--- src/hdl/dspr_pkg.sv ---
// ----------------------------------------------------------------------------
// dspr_pkg: shared types and constants for the dual serial port registers
// Command codes, address field codes, register bit positions and the
// request and result records passed between the pipeline and the register file.
// ----------------------------------------------------------------------------
`default_nettype none

package dspr_pkg;

    localparam int PORT_COUNT = 2;

    // request kinds carried in tuser
    typedef enum logic [1:0] {
        CMD_WRITE = 2'd0,
        CMD_READ  = 2'd1,
        CMD_TICK  = 2'd2
    } cmd_t;

    // address field codes
    localparam logic [1:0] ALIAS_BODY = 2'd0;
    localparam logic [1:0] ALIAS_CLR  = 2'd1;
    localparam logic [1:0] ALIAS_SET  = 2'd2;

    localparam logic [1:0] REG_MODE     = 2'd0;
    localparam logic [1:0] REG_STATUS   = 2'd1;
    localparam logic [1:0] REG_TRANSMIT = 2'd2;
    localparam logic [1:0] REG_RECEIVE  = 2'd3;

    localparam logic [1:0] GRP_ENABLE = 2'd2;
    localparam logic [1:0] GRP_FLAG   = 2'd3;

    // register bit positions
    localparam int MODE_ON_BIT  = 15;
    localparam int STA_URXDA    = 0;
    localparam int STA_TRMT     = 8;
    localparam int STA_UTXEN    = 10;
    localparam int STA_URXEN    = 12;

    localparam logic [31:0] FLAG_RX0 = 32'h0000_0100;
    localparam logic [31:0] FLAG_TX0 = 32'h0000_0200;
    localparam logic [31:0] FLAG_RX1 = 32'h0040_0000;
    localparam logic [31:0] FLAG_TX1 = 32'h0080_0000;
    localparam logic [31:0] FLAG_MASK = FLAG_RX0 | FLAG_TX0 | FLAG_RX1 | FLAG_TX1;

    localparam logic [31:0] RX_FLAG [PORT_COUNT] = '{FLAG_RX0, FLAG_RX1};
    localparam logic [31:0] TX_FLAG [PORT_COUNT] = '{FLAG_TX0, FLAG_TX1};

    localparam logic [31:0] STATUS_RESET = 32'h0000_0100;

    localparam logic [7:0] CHAR_CR = 8'd13;
    localparam logic [7:0] CHAR_LF = 8'd10;

    // vector number of the processor-side interrupt, not driven out
    localparam int IRQ_VECTOR = 37;

    typedef struct packed {
        logic        cpu_int_open;
        logic [7:0]  rx_byte;
        logic        rx_valid;
        logic [31:0] write_data;
        logic [5:0]  address;
        cmd_t        command;
    } item_t;

    typedef struct packed {
        logic        irq_raise;
        logic        rx_taken;
        logic [7:0]  tx1_byte;
        logic        tx1_valid;
        logic [7:0]  tx0_byte;
        logic        tx0_valid;
        logic [31:0] read_data;
    } result_t;

endpackage

`default_nettype wire

--- src/hdl/dual_serial_port_registers_core.sv ---
// ----------------------------------------------------------------------------
// dual_serial_port_registers_core: two serial ports behind aliased registers
// Bus writes, bus reads and ticks enter as requests; each yields one result.
// ----------------------------------------------------------------------------
//  channel   direction  carries
//  s_axis    in         tuser: command; tdata: address, write_data, rx_valid,
//                       rx_byte, cpu_int_open
//  m_axis    out        tdata: read_data, tx0_valid, tx0_byte, tx1_valid,
//                       tx1_byte, rx_taken, irq_raise
//
//  One request per cycle sustained while the result side does not stall; an
//  accepted request passes the input register, then the register-file pass
//  into the result register, and is then offered on m_axis. The register
//  file pass is the only logic between the stages.
//  Reset returns all registers to their reset values and empties both stages.
//  A stalled result holds the result register; the input register still
//  fills, and further requests wait until the result is taken.
// ----------------------------------------------------------------------------
`default_nettype none

module dual_serial_port_registers_core
    import dspr_pkg::*;
(
    input  wire logic        clk,
    input  wire logic        rst_n,
    input  wire logic        s_axis_tvalid,
    output      logic        s_axis_tready,
    // [5:0] address, [37:6] write_data, [38] rx_valid, [46:39] rx_byte,
    // [47] cpu_int_open
    input  wire logic [47:0] s_axis_tdata,
    // [1:0] command
    input  wire logic [1:0]  s_axis_tuser,
    output      logic        m_axis_tvalid,
    input  wire logic        m_axis_tready,
    // [31:0] read_data, [32] tx0_valid, [40:33] tx0_byte, [41] tx1_valid,
    // [49:42] tx1_byte, [50] rx_taken, [51] irq_raise, [55:52] zero
    output      logic [55:0] m_axis_tdata
);

    logic    in_valid_reg;
    logic    in_valid_next;
    item_t   in_item_reg;
    logic    out_valid_reg;
    logic    out_valid_next;
    result_t out_result_reg;
    result_t step_result;
    logic    advance;
    logic    s_accept;

    // move the held request on when the result slot is free or draining
    assign advance       = in_valid_reg && (!out_valid_reg || m_axis_tready);
    assign s_axis_tready = !in_valid_reg || advance;
    assign s_accept      = s_axis_tvalid && s_axis_tready;

    always_comb
    begin
        in_valid_next  = s_accept ? 1'b1 : (advance ? 1'b0 : in_valid_reg);
        out_valid_next = advance ? 1'b1 : (m_axis_tready ? 1'b0 : out_valid_reg);
    end

    // hold the stage valid bits
    always_ff @(posedge clk or negedge rst_n)
    begin
        if (!rst_n)
        begin
            in_valid_reg  <= 1'b0;
            out_valid_reg <= 1'b0;
        end
        else
        begin
            in_valid_reg  <= in_valid_next;
            out_valid_reg <= out_valid_next;
        end
    end

    // capture the request payload
    always_ff @(posedge clk)
    begin
        if (s_accept)
        begin
            in_item_reg.command      <= cmd_t'(s_axis_tuser);
            in_item_reg.address      <= s_axis_tdata[5:0];
            in_item_reg.write_data   <= s_axis_tdata[37:6];
            in_item_reg.rx_valid     <= s_axis_tdata[38];
            in_item_reg.rx_byte      <= s_axis_tdata[46:39];
            in_item_reg.cpu_int_open <= s_axis_tdata[47];
        end
    end

    dspr_regfile u_regfile (
        .clk    (clk),
        .rst_n  (rst_n),
        .commit (advance),
        .item   (in_item_reg),
        .result (step_result)
    );

    // capture the result
    always_ff @(posedge clk)
    begin
        if (advance)
            out_result_reg <= step_result;
    end

    assign m_axis_tvalid = out_valid_reg;
    assign m_axis_tdata  = {4'd0, out_result_reg};

endmodule

`default_nettype wire

--- src/hdl/dspr_regfile.sv ---
// ----------------------------------------------------------------------------
// dspr_regfile: port registers, interrupt words and per-request update logic
// Holds all architectural state, computes the result of one request in a
// single combinational pass and commits the new state when told to.
// ----------------------------------------------------------------------------
`default_nettype none

module dspr_regfile
    import dspr_pkg::*;
(
    input  wire logic    clk,
    input  wire logic    rst_n,
    input  wire logic    commit,
    input  wire item_t   item,
    output result_t      result
);

    logic [31:0] mode_reg     [PORT_COUNT];
    logic [31:0] status_reg   [PORT_COUNT];
    logic [31:0] transmit_reg [PORT_COUNT];
    logic [31:0] receive_reg  [PORT_COUNT];
    logic [31:0] ien_reg;
    logic [31:0] iflag_reg;

    logic [31:0] mode_next     [PORT_COUNT];
    logic [31:0] status_next   [PORT_COUNT];
    logic [31:0] transmit_next [PORT_COUNT];
    logic [31:0] receive_next  [PORT_COUNT];
    logic [31:0] ien_next;
    logic [31:0] iflag_next;

    logic [1:0] alias_sel;
    logic [1:0] reg_sel;
    logic [1:0] grp_sel;
    logic       port_sel;

    assign alias_sel = item.address[1:0];
    assign reg_sel   = item.address[3:2];
    assign grp_sel   = item.address[5:4];
    assign port_sel  = item.address[4];

    // body replaces, clear and set act at once, invert is dropped
    function automatic logic [31:0] apply_write(
        input logic [31:0] old_val,
        input logic [31:0] data,
        input logic [1:0]  alias_code
    );
        logic [31:0] res;
        unique case (alias_code)
            ALIAS_BODY: res = data;
            ALIAS_CLR:  res = old_val & ~data;
            ALIAS_SET:  res = old_val | data;
            default:    res = old_val;
        endcase
        return res;
    endfunction

    // compute next state and result for the request
    always_comb
    begin
        logic        taken;
        logic [7:0]  rx_char;
        logic [31:0] rd;
        logic        txv [PORT_COUNT];
        logic [7:0]  txb [PORT_COUNT];

        for (int i = 0; i < PORT_COUNT; i++)
        begin
            mode_next[i]     = mode_reg[i];
            status_next[i]   = status_reg[i];
            transmit_next[i] = transmit_reg[i];
            receive_next[i]  = receive_reg[i];
            txv[i]           = 1'b0;
            txb[i]           = 8'd0;
        end
        ien_next   = ien_reg;
        iflag_next = iflag_reg;
        taken      = 1'b0;
        rd         = 32'd0;
        rx_char    = (item.rx_byte == CHAR_LF) ? CHAR_CR : item.rx_byte;
        result     = '0;

        unique case (item.command)
            CMD_WRITE:
            begin
                if (!grp_sel[1])
                begin
                    unique case (reg_sel)
                        REG_MODE:
                            mode_next[port_sel] = apply_write(mode_reg[port_sel],
                                item.write_data, alias_sel);
                        REG_STATUS:
                            status_next[port_sel] = apply_write(status_reg[port_sel],
                                item.write_data, alias_sel);
                        REG_TRANSMIT:
                            transmit_next[port_sel] = apply_write(transmit_reg[port_sel],
                                item.write_data, alias_sel);
                        default:
                            receive_next[port_sel] = apply_write(receive_reg[port_sel],
                                item.write_data, alias_sel);
                    endcase
                end
                else if (reg_sel == REG_MODE)
                begin
                    if (grp_sel == GRP_ENABLE)
                        ien_next = apply_write(ien_reg, item.write_data, alias_sel);
                    else
                        iflag_next = apply_write(iflag_reg, item.write_data, alias_sel);
                end
            end

            CMD_READ:
            begin
                if (alias_sel == ALIAS_BODY)
                begin
                    if (!grp_sel[1])
                    begin
                        unique case (reg_sel)
                            REG_MODE:     rd = mode_reg[port_sel];
                            REG_STATUS:   rd = status_reg[port_sel];
                            REG_TRANSMIT: rd = transmit_reg[port_sel];
                            default:      rd = receive_reg[port_sel];
                        endcase
                    end
                    else if (reg_sel == REG_MODE)
                    begin
                        rd = (grp_sel == GRP_FLAG) ? iflag_reg : ien_reg;
                    end
                end
                result.read_data = rd;
            end

            CMD_TICK:
            begin
                // service each port in order; earlier port wins the offered byte
                for (int i = 0; i < PORT_COUNT; i++)
                begin
                    if (mode_reg[i][MODE_ON_BIT])
                    begin
                        if (status_next[i][STA_UTXEN] && transmit_next[i] != 32'd0)
                        begin
                            if (transmit_next[i] != {24'd0, CHAR_CR})
                            begin
                                txv[i] = 1'b1;
                                txb[i] = transmit_next[i][7:0];
                            end
                            transmit_next[i]          = 32'd0;
                            status_next[i][STA_TRMT]  = 1'b1;
                            iflag_next                = iflag_next | TX_FLAG[i];
                        end
                        if (status_next[i][STA_URXEN] &&
                            (iflag_next & RX_FLAG[i]) == 32'd0)
                        begin
                            status_next[i][STA_URXDA] = 1'b0;
                            if (item.rx_valid && !taken)
                            begin
                                taken                     = 1'b1;
                                receive_next[i]           = {24'd0, rx_char};
                                status_next[i][STA_URXDA] = 1'b1;
                                iflag_next                = iflag_next | RX_FLAG[i];
                            end
                        end
                    end
                end
                result.tx0_valid = txv[0];
                result.tx0_byte  = txb[0];
                result.tx1_valid = txv[1];
                result.tx1_byte  = txb[1];
                result.rx_taken  = taken;
                result.irq_raise = item.cpu_int_open &&
                                   ((iflag_next & ien_reg & FLAG_MASK) != 32'd0);
            end

            default:
            begin
                result = '0;
            end
        endcase
    end

    // commit state when the request advances
    always_ff @(posedge clk or negedge rst_n)
    begin
        if (!rst_n)
        begin
            for (int i = 0; i < PORT_COUNT; i++)
            begin
                mode_reg[i]     <= 32'd0;
                status_reg[i]   <= STATUS_RESET;
                transmit_reg[i] <= 32'd0;
                receive_reg[i]  <= 32'd0;
            end
            ien_reg   <= 32'd0;
            iflag_reg <= 32'd0;
        end
        else if (commit)
        begin
            for (int i = 0; i < PORT_COUNT; i++)
            begin
                mode_reg[i]     <= mode_next[i];
                status_reg[i]   <= status_next[i];
                transmit_reg[i] <= transmit_next[i];
                receive_reg[i]  <= receive_next[i];
            end
            ien_reg   <= ien_next;
            iflag_reg <= iflag_next;
        end
    end

endmodule

`default_nettype wire

--- config.mk ---
export PLATFORM = sky130hd
export DESIGN_NAME = dual_serial_port_registers_core
export DESIGN_NICKNAME = d
export VERILOG_FILES = /design/src/hdl/dspr_pkg.sv /design/src/hdl/dual_serial_port_registers_core.sv /design/src/hdl/dspr_regfile.sv
export SDC_FILE = /design/constraint.sdc
export NUM_CORES = 1
export LEC_CHECK = 0
export BUFFER_PORTS_ARGS = -buffer_cell sky130_fd_sc_hd__buf_4
export CORE_UTILIZATION = 30
export CTS_BUF_LIST = sky130_fd_sc_hd__clkbuf_8
export DETAILED_ROUTE_END_ITERATION = 6
export SYNTH_ARGS = -nofsm -noshare
export SYNTH_HDL_FRONTEND = slang
export SYNTH_HIERARCHICAL = 1
export SYNTH_SLANG_ARGS = --single-unit
--- constraint.sdc ---
create_clock -name clk -period 9.9 [get_ports clk]
set_input_delay 0 -clock clk [delete_from_list [all_inputs] [get_ports clk]]
set_output_delay 0 -clock clk [all_outputs]
set_load 0.02 [all_outputs]
After elaboration in Yosys (flattened, before gate mapping)
Cells that the tools add are included.
- $add $sub $neg: 0
- multipliers: 0
- div/mod/pow operators: 0
- $lt $le $gt $ge: 2
- equal/unequal tests: 27
- shifts and indexed selects: 0
- multiplexer cells: 102
- bitwise logic cells: 16
- reductions and logical operators: 44
- operator list (operator ; count):
    2-to-1 mux 32 bit ; 48
    case mux 32 bit (3 select lines) ; 7
    bitwise mux 64 bit ; 4
    2-to-1 mux 64 bit ; 4
    case mux 64 bit (2 select lines) ; 2
    AND 32 bit ; 6
    bitwise OR 32 bit ; 6
    nonzero test 32 bit ; 3
    2-to-1 mux 41 bit ; 2
    logical NOT 32 bit ; 2
    inequality test 32 x 4 -> 1 bit, second input constant ; 2
    case mux 32 bit (2 select lines) ; 1
    AND reduction 6 bit ; 8
    2-to-1 mux 23 bit ; 2
    demux 32 bit (select 1 bit) ; 1
    inverter 32 bit ; 1
    AND 24 bit ; 1
    2-to-1 mux 24 bit ; 1
    2-to-1 mux 1 bit ; 22
    2-to-1 mux 9 bit ; 2
    inequality test 2 x 1 -> 1 bit, second input constant ; 8
    AND reduction 4 bit ; 4
    inequality test 2 bit, second input constant ; 7
    AND reduction 7 bit ; 2
    20 further kinds ; 45
- register bits after elaboration: 424
- bits in latches: 0
- RAM bits: 0
- memory bits (read-only): 0
- output and inout bits: 58
- memories: 0

Depth between registers and ports, before layout
Gate-level depths: netlist of run 1.
- depth in word-level cells: 20
- gate-level depth with buffers: 9

Modules after synthesis
The synthesis of run 1 kept the hierarchy.
- modules (own cells, without submodules) (module ; instances ; cells each ; area each (um2) ; seq. area each (um2)):
    dspr_regfile ; 1 ; 1958 ; 18467.7 ; 8010.2
    dual_serial_port_registers_core ; 1 ; 115 ; 3200.6 ; 3113.0

Least setup slack after synthesis of run 1
OpenSTA, ideal clock, no wires.
- kind: register to register
- start point: register out_valid_reg, in the netlist m_axis_tvalid
- end point: register u_regfile.iflag_reg[10]
- data arrival time: 3474 ps
- data required time: 9823 ps
- path slack: 6349 ps
- stages on the path, launching flop included: 10
- path buffers: 2
- path through: dfrtp_1 -> nand2b_1 -> and2_1 -> nand4bb_1 -> or3_1 -> buf_2 -> nor2_8 -> buf_4 -> a21oi_1 -> o21ai_1
- word-level cells in the longest chain between the ends: 4
- ends and longest elaborated chain (what ; line ; RTL):
    from (decl) ; dual_serial_port_registers_core.sv:43 ; logic out_valid_reg;
    from (signal assigned) ; dual_serial_port_registers_core.sv:72 ; out_valid_reg <= out_valid_next;
    logical NOT 1 bit ; dual_serial_port_registers_core.sv:51 ; assign advance = in_valid_reg && (!out_valid_reg || m_axis_tready);
    logical OR 1 bit ; dual_serial_port_registers_core.sv:51 ;
    logical AND 1 bit ; dual_serial_port_registers_core.sv:51 ;
    via advance ; dual_serial_port_registers_core.sv:47 ; logic advance;
    AND reduction 6 bit (no line) ; -- ;
    to (signal assigned) ; dspr_regfile.sv:206 ; iflag_reg <= iflag_next;
    to (decl) ; dspr_regfile.sv:23 ; logic [31:0] iflag_reg;
The timed path passes the listed nets, and every way through them passes these cells.
A chain may end at the register's enable or synchronous reset.

Worst setup path in the final report of run 1
- start point: register in_item_reg[1] (netlist name)
- end point: register u_regfile/receive_reg[4] (netlist name)
- word-level cells in the longest chain between the ends: 3
- elaborated cells on any way between the ends: 10
- classes of those cells: eq/ne (6); mux (1); reduce/logical (3)
- ends and longest elaborated chain (what ; line ; RTL):
    from (decl) ; dual_serial_port_registers_core.sv:42 ; item_t in_item_reg;
    equality test 2 bit or logical NOT 2 bit (tied branches) ; dspr_regfile.sv:83 ; unique case (item.command)
    inequality test 2 x 1 -> 1 bit (no line) (tied with other cells) ; -- ;
    AND reduction 7 bit (no line) ; -- ;
    to (signal, indexed assignment) ; dspr_regfile.sv:203 ; receive_reg[i] <= receive_next[i];
    to (decl) ; dspr_regfile.sv:21 ; logic [31:0] receive_reg [PORT_COUNT];
Several ways; a longest one is shown, not always the timed one.

==> results of run 1 <==
-- Yosys cell counts (3+ instances only) --
cell type / number
a21o_1: 3
a211o_1: 15
or2_2: 17
mux2_2: 13
nand2_1: 112
nor3_2: 4
o21a_1: 10
or3_1: 5
a22oi_1: 41
nor2_1: 85
o221ai_1: 8
mux4_2: 21
o22ai_1: 26
nand4_1: 4
nor4_1: 32
nand2b_1: 71
edfxtp_1: 102
nor3b_1: 28
buf_2: 33
o21ai_1: 21
a211oi_1: 18
nor3_1: 8
buf_1: 10
a21oi_1: 370
a22o_1: 72
and3_1: 3
a32o_1: 46
ha_1: 4
inv_1: 8
o22a_1: 23
mux2i_1: 154
clkbuf_1: 117
a21boi_0: 19
dfrtp_1: 320
and2_1: 22
nand3_1: 5
a31oi_1: 7
o21ai_0: 141
nand3b_1: 3
nor2b_1: 31
buf_4: 6
a221oi_1: 5
-- layout make-up --
class / instances / area share
flip-flops and latches: 424 / 0.440
multi-input cells: 1478 / 0.392
repair buffers: 198 / 0.0649
well taps: 950 / 0.0470
clock buffers: 83 / 0.0452
clock inverters: 49 / 0.00960
inverters: 8 / 0.00119
diodes: 2 / 0.000198
-- what timing repair did --
| item | 4_1_cts | 5_1_grt |
|---|---|---|
| resized for setup | 0 | 0 |
| hold buffers | 54 | 0 |
| endpoints found under the hold margin | 165 | 0 |
-- cell families after synthesis --
| group | Yosys count |
|---|---|
| AOI/OAI and AO/OA | 842 |
| adders and majority gates | 4 |
| buffers and inverters | 174 |
| DFF | 424 |
| muxes | 188 |
| other | 1 |
| and+or+nand+nor | 440 |
-- metrics by stage --
stage	hold WS, ns	power, mW
finish	0.0439	4.95
global route	0.0322	5.20
floorplan	-0.296	3.00
detailed placement	0.164	3.40
global placement	0.142	3.35
CTS	0.00151	4.97
-- how the worst max path moves through the flow --
| stage | to | slack [ns] | depth (start not counted) |
|---|---|---|---|
| after global placement | u_regfile/iflag_reg[31] | 6.08 | 8 |
| after global routing | u_regfile/iflag_reg[5] | 5.62 | 8 |
| after floorplan | u_regfile/iflag_reg[10] | 6.35 | 9 |
| after CTS | u_regfile/iflag_reg[5] | 5.92 | 8 |
| final | u_regfile/receive_reg[4] | 5.89 | 5 |
| after detailed placement | u_regfile/iflag_reg[4] | 5.93 | 8 |
-- per-layer routing --
| layer | share of wire | up-vias | track usage |
|---|---|---|---|
| met3 | 0.088 | 153 | 0.0430 |
| met2 | 0.45 | 902 | 0.303 |
| met4 | 0.032 | 0 | 0.0858 |
| met5 | 0 | - | 0 |
| li1 | - | 8041 | - |
| met1 | 0.43 | 9181 | 0.262 |
-- power by group through the flow --
stage	clock network, mW	registers, mW	logic [mW]
2_1_floorplan	0	2.31	0.696
3_3_place_gp	0	2.37	0.978
3_5_place_dp	0	2.39	1.01
4_1_cts	1.58	2.36	1.03
5_1_grt	1.66	2.40	1.14
6_report	1.53	2.37	1.04
-- cell usage in the layout (no fill, tap or decap), types with 15 or more instances in the layout --
cell             n
o21ai_1         20
a211o_1         15
nor4_1          32
inv_1           36
o21ai_0        140
mux2i_1        154
nand2b_1        71
mux4_2          21
buf_4          142
nor2b_1         29
clkbuf_8        83
dfrtp_1        320
a22oi_1         41
a22o_1          72
nor2_1          84
a21oi_1        370
and2_1          21
nor3b_1         28
nand2_1        112
dlygate4sd3_1   54
a21boi_0        19
a211oi_1        18
o22ai_1         26
or2_2           17
a32o_1          46
edfxtp_1       102
o22a_1          23
==> qor.yml, run 1 <==
grt_antenna_before_repair: 1
layout_min_cycle_time_ns: 4.01
vias: 18300
synth_area_leaders: "dfrtp_1 (37%), edfxtp_1 (14%), a21oi_1 (8.5%)"
portBuffers: 107
fillers: 7115
worstMarginPinSlew_ns: 1.20
power_frac_clock: 0.310
synthMuxAreaShare: 0.0997
layout_setup_ws_ns: 5.89
path_clk_slew_ns: 0.06
finalNonFillerCells: 3192
wirelength_mm: 72.9
h-tree-depth: 3
crit_chain: "nor2b_4, buf_4, a221o_1, buf_4, o21ai_0"
ys_ff_latch: 424
cts_tree: "done"
yosysTopAreaCellShare: 0.370
min_to: "in_item_reg[17]"
fin_crit_sh: 0.405
fmaxAchievable_mhz: 250
cts_buffers: 72
via_per_inst: 5.73
synth_top_family_by_area: "compound AO/OA/AOI/OAI gates"
crit_fanout: 44
tns_ns: 0
nets: 2240
multiInputGateArea_mm2: 0.00992
worst-r2r-setup-slack_ns: 5.89
die_h_um: 271
grt_setup_unrepaired: "no"
rr_endpoint: "u_regfile/receive_reg[4]"
powerDensity_mw_per_mm2: 196
power_frac_comb: 0.211
synthSimpleGateAreaFrac: 0.109
die_width_um: 271
drt_first_pass_iters: 7
netSwitchingPower_mw: 1.61
detail_route.iter0.violations: 1985
arrival_ns: 4.53
postSynthAreaPerCell_um2: 10.5
drcViolationCount: 4
synth_edf_count: 102
switching_share: 0.325
design.die.area_mm2: 0.0733
crit-reg2reg-launch: "in_item_reg[1]"
max_stage_delay_ns: 0.97
violations: "design-rule violations"
initial_utilization: 0.303
ys_warn_count: 6
critPathBufInv: 2
p_int_mw: 3.34
grt_pass1_vias: 18400
syn_inst: 2073
cp_slowest_cell: "nor2b_4"
holdPathStages: 2
ioPinCount: 112
synth-xor-area-share: 0
routedWlPerCell_um: 22.8
required_ns: 10.42
leakage_nw: 10.6
fin_area_mm2: 0.0253
yosysTopAreaCell: "dfrtp_1"
worst_path_most_repeated_cell: "buf_4"
num_rows: 98
placedInstanceArea_mm2: 0.0234
start_kind: "flop"
hold_path_class: "in -> reg"
postCtsSetupBuffers: 0
hpwlAfterDp_mm: 47.0
ant_nets: 0
maxCapViolCount: 0
clock_skew_ns: 0.0307
grt_overflow: 0
syn_to_final_growth_pct: 16.7
core_region_area_mm2: 0.0715
gp_congestion: 0.875
postSynth.asyncResetShare: 0.759
clk_latency_ns: 0.68
seq_power_share: 0.479
fin_util: 0.354
layout-drive-gt1-share: 0.139
ys_types: 67
grt_pass1_wl_mm: 111
hold_violations: 0
setup_violations: 0
grt.total_usage: 0.196
cts.root.buffer_cell: "clkbuf_8"
slew_headroom: 0.199
synth_compound_area_frac: 0.242
yosys.area_share.adder: 0.00231
path_delay_family: "buffers and inverters"
worstRegToRegCells: 5
seqCellArea_mm2: 0.0111
end_kind: "flop"
syn_area_mm2: 0.0217
grt_max_degree: 146
drv_slew: 0
hold_start: "s_axis_tdata[15]"
clockBufferDepth: 3
yosysSeqAreaShare: 0.513
status: "finished with violations"
vdd_drop_max_v: 0.000108
crit_path_start: "in_item_reg[1]"
place_inst: 3004
place_ws_ns: 5.93
ys.flop_type: "dfrtp_1"
cts.sink_count: 424
crit_type: "reg -> reg"
Power figures use the tool's default switching activity.
==> run 2: changes to the inputs <==
- clock period: 9.9 -> 4.05 ns (I/O delays scaled with it)
==> run 2 against run 1 <==
Net effect: the run still ends with design-rule violations left; register-to-register slack lost 4.9 ns; final area grew 0.60%; clock skew grew 0.0073 ns; global-route usage increased by 0.51 points; cell count grew 0.25%; maximum frequency grew 30%; sequential power rose by 150%; via count grew 1.4%; largest cell class unchanged; largest power group unchanged.
==> qor.yml, run 2 (same netlist as run 1, synthesis figures left out) <==
layout_setup_ws_ns: 0.971
power_frac_comb: 0.212
drv_slew: 0
place_ws_ns: 1.06
netSwitchingPower_mw: 3.98
slew_headroom: 0.198
start_kind: "flop"
p_int_mw: 8.14
ioPinCount: 112
seq_power_share: 0.480
rr_endpoint: "u_regfile/iflag_reg[6]"
h-tree-depth: 3
grt.total_usage: 0.201
layout_min_cycle_time_ns: 3.08
power_frac_clock: 0.308
drcViolationCount: 2
grt_setup_unrepaired: "no"
violations: "design-rule violations"
core_region_area_mm2: 0.0715
cts.root.buffer_cell: "clkbuf_8"
cts_tree: "done"
vdd_drop_max_v: 0.000282
arrival_ns: 3.60
via_per_inst: 5.79
hold_path_class: "in -> async"
crit_fanout: 21
cts_buffers: 70
portBuffers: 107
design.die.area_mm2: 0.0733
hold_violations: 0
grt_antenna_before_repair: 1
layout-drive-gt1-share: 0.144
maxCapViolCount: 0
layout_commonest_cell: "a21oi_1"
routedWlPerCell_um: 23.4
cts.sink_count: 424
hpwlAfterDp_mm: 49.0
nets: 2252
fmaxAchievable_mhz: 325
wirelength_mm: 74.9
ant_nets: 0
tns_ns: 0
crit-reg2reg-launch: "in_item_reg[6]"
crit_type: "reg -> reg"
clockBufferDepth: 3
worstMarginPinSlew_ns: 1.20
die_h_um: 271
syn_to_final_growth_pct: 17.4
grt_pass1_vias: 18500
switching_share: 0.328
worst-r2r-setup-slack_ns: 0.97
num_rows: 98
setup_violations: 0
detail_route.iter0.violations: 2084
most-common-layout-cells: "a21oi_1 (370), dfrtp_1 (320), mux2i_1 (154), buf_4 (149), o21ai_0 (140)"
status: "finished with violations"
fin_crit_sh: 0.760
path_clk_slew_ns: 0.07
required_ns: 4.57
leakage_nw: 10.7
grt_pass1_wl_mm: 114
drt_first_pass_iters: 7
grt_max_degree: 110
fillers: 7053
powerDensity_mw_per_mm2: 477
end_kind: "flop"
gp_congestion: 0.896
vias: 18500
hold-worst-slack_ns: 0.0244
cts_resized: 0
die_width_um: 271
worstRegToRegCells: 5
clk_latency_ns: 0.68
initial_utilization: 0.303
clock_skew_ns: 0.0380
grt_overflow: 0
-- run 2: cell count changes in the layout (fill, tap and decap cells not counted), sizes merged --
| cell | previous run | this run |
|---|---|---|
| buf | 144 | 157 |
| clkbuf | 83 | 82 |
| clkinvlp | 2 | 3 |
| diode | 2 | 1 |
| dlygate4sd3 | 54 | 55 |
| inv | 40 | 35 |
-- run 2: how the worst max path moves through the flow --
stage,start,endpoint,slack [ns]
after detailed placement,in_item_reg[6],u_regfile/iflag_reg[19],1.06
after CTS,in_item_reg[6],u_regfile/iflag_reg[6],1.03
final,in_item_reg[6],u_regfile/iflag_reg[6],0.97
after global placement,in_item_reg[6],u_regfile/iflag_reg[31],1.14
after floorplan,m_axis_tvalid,u_regfile/iflag_reg[10],0.50
after global routing,in_item_reg[6],u_regfile/iflag_reg[17],0.74
-- run 2: critical path, cell delays in order (launching register included) --
cell	delay [ns]
edfxtp_1	0.77
nand4bb_1	0.55
nor3_4	0.55
nand2_1	0.58
a22oi_1	0.36
o21ai_1	0.11
-- run 2: through the flow --
| stage | instances | total power, mW | cell area, um^2 | utilization |
|---|---|---|---|---|
| after global placement | 3017 | 8.22 | 23500 | 0.329 |
| after floorplan | 2076 | 7.34 | 21700 | - |
| after detailed placement | 3017 | 8.34 | 23500 | 0.329 |
| final | 3200 | 12.1 | 25400 | 0.356 |
| after global routing | 3200 | 12.7 | 25400 | 0.356 |
| after CTS | 3199 | 12.1 | 25400 | 0.356 |
-- run 2: what timing repair did --
action,4_1_cts,5_1_grt
buffers inserted,0,0
hold buffers,55,0
hold endpoints to repair,158,0
-- run 2: area by class of cell --
cell class / count / area (um^2) / area share
Antenna cell: 1 / 2.50 / 0.0000984
Clock buffer: 82 / 1130 / 0.0444
Clock inverter: 45 / 220 / 0.00866
Inverter: 8 / 30.0 / 0.00118
Multi-Input combinational cell: 1478 / 9920 / 0.390
Sequential cell: 424 / 11100 / 0.437
Tap cell: 950 / 1190 / 0.0467
Timing Repair Buffer: 212 / 1820 / 0.0717
-- run 2: layer usage --
metal / track usage / part of all wire / vias to the layer above
met2: 0.311 / 0.46 / 989
met3: 0.0532 / 0.097 / 128
met5: 0 / 0 / -
met4: 0.0800 / 0.026 / 0
met1: 0.266 / 0.42 / 9334
li1: - / - / 8086
-- run 2: power groups by stage --
stage / Combinational (mW) / Sequential [mW] / Clock [mW]
floorplan: 1.70 / 5.64 / 0
global placement: 2.41 / 5.80 / 0
detailed placement: 2.49 / 5.85 / 0
CTS: 2.54 / 5.78 / 3.82
global route: 2.80 / 5.89 / 3.99
finish: 2.57 / 5.81 / 3.74
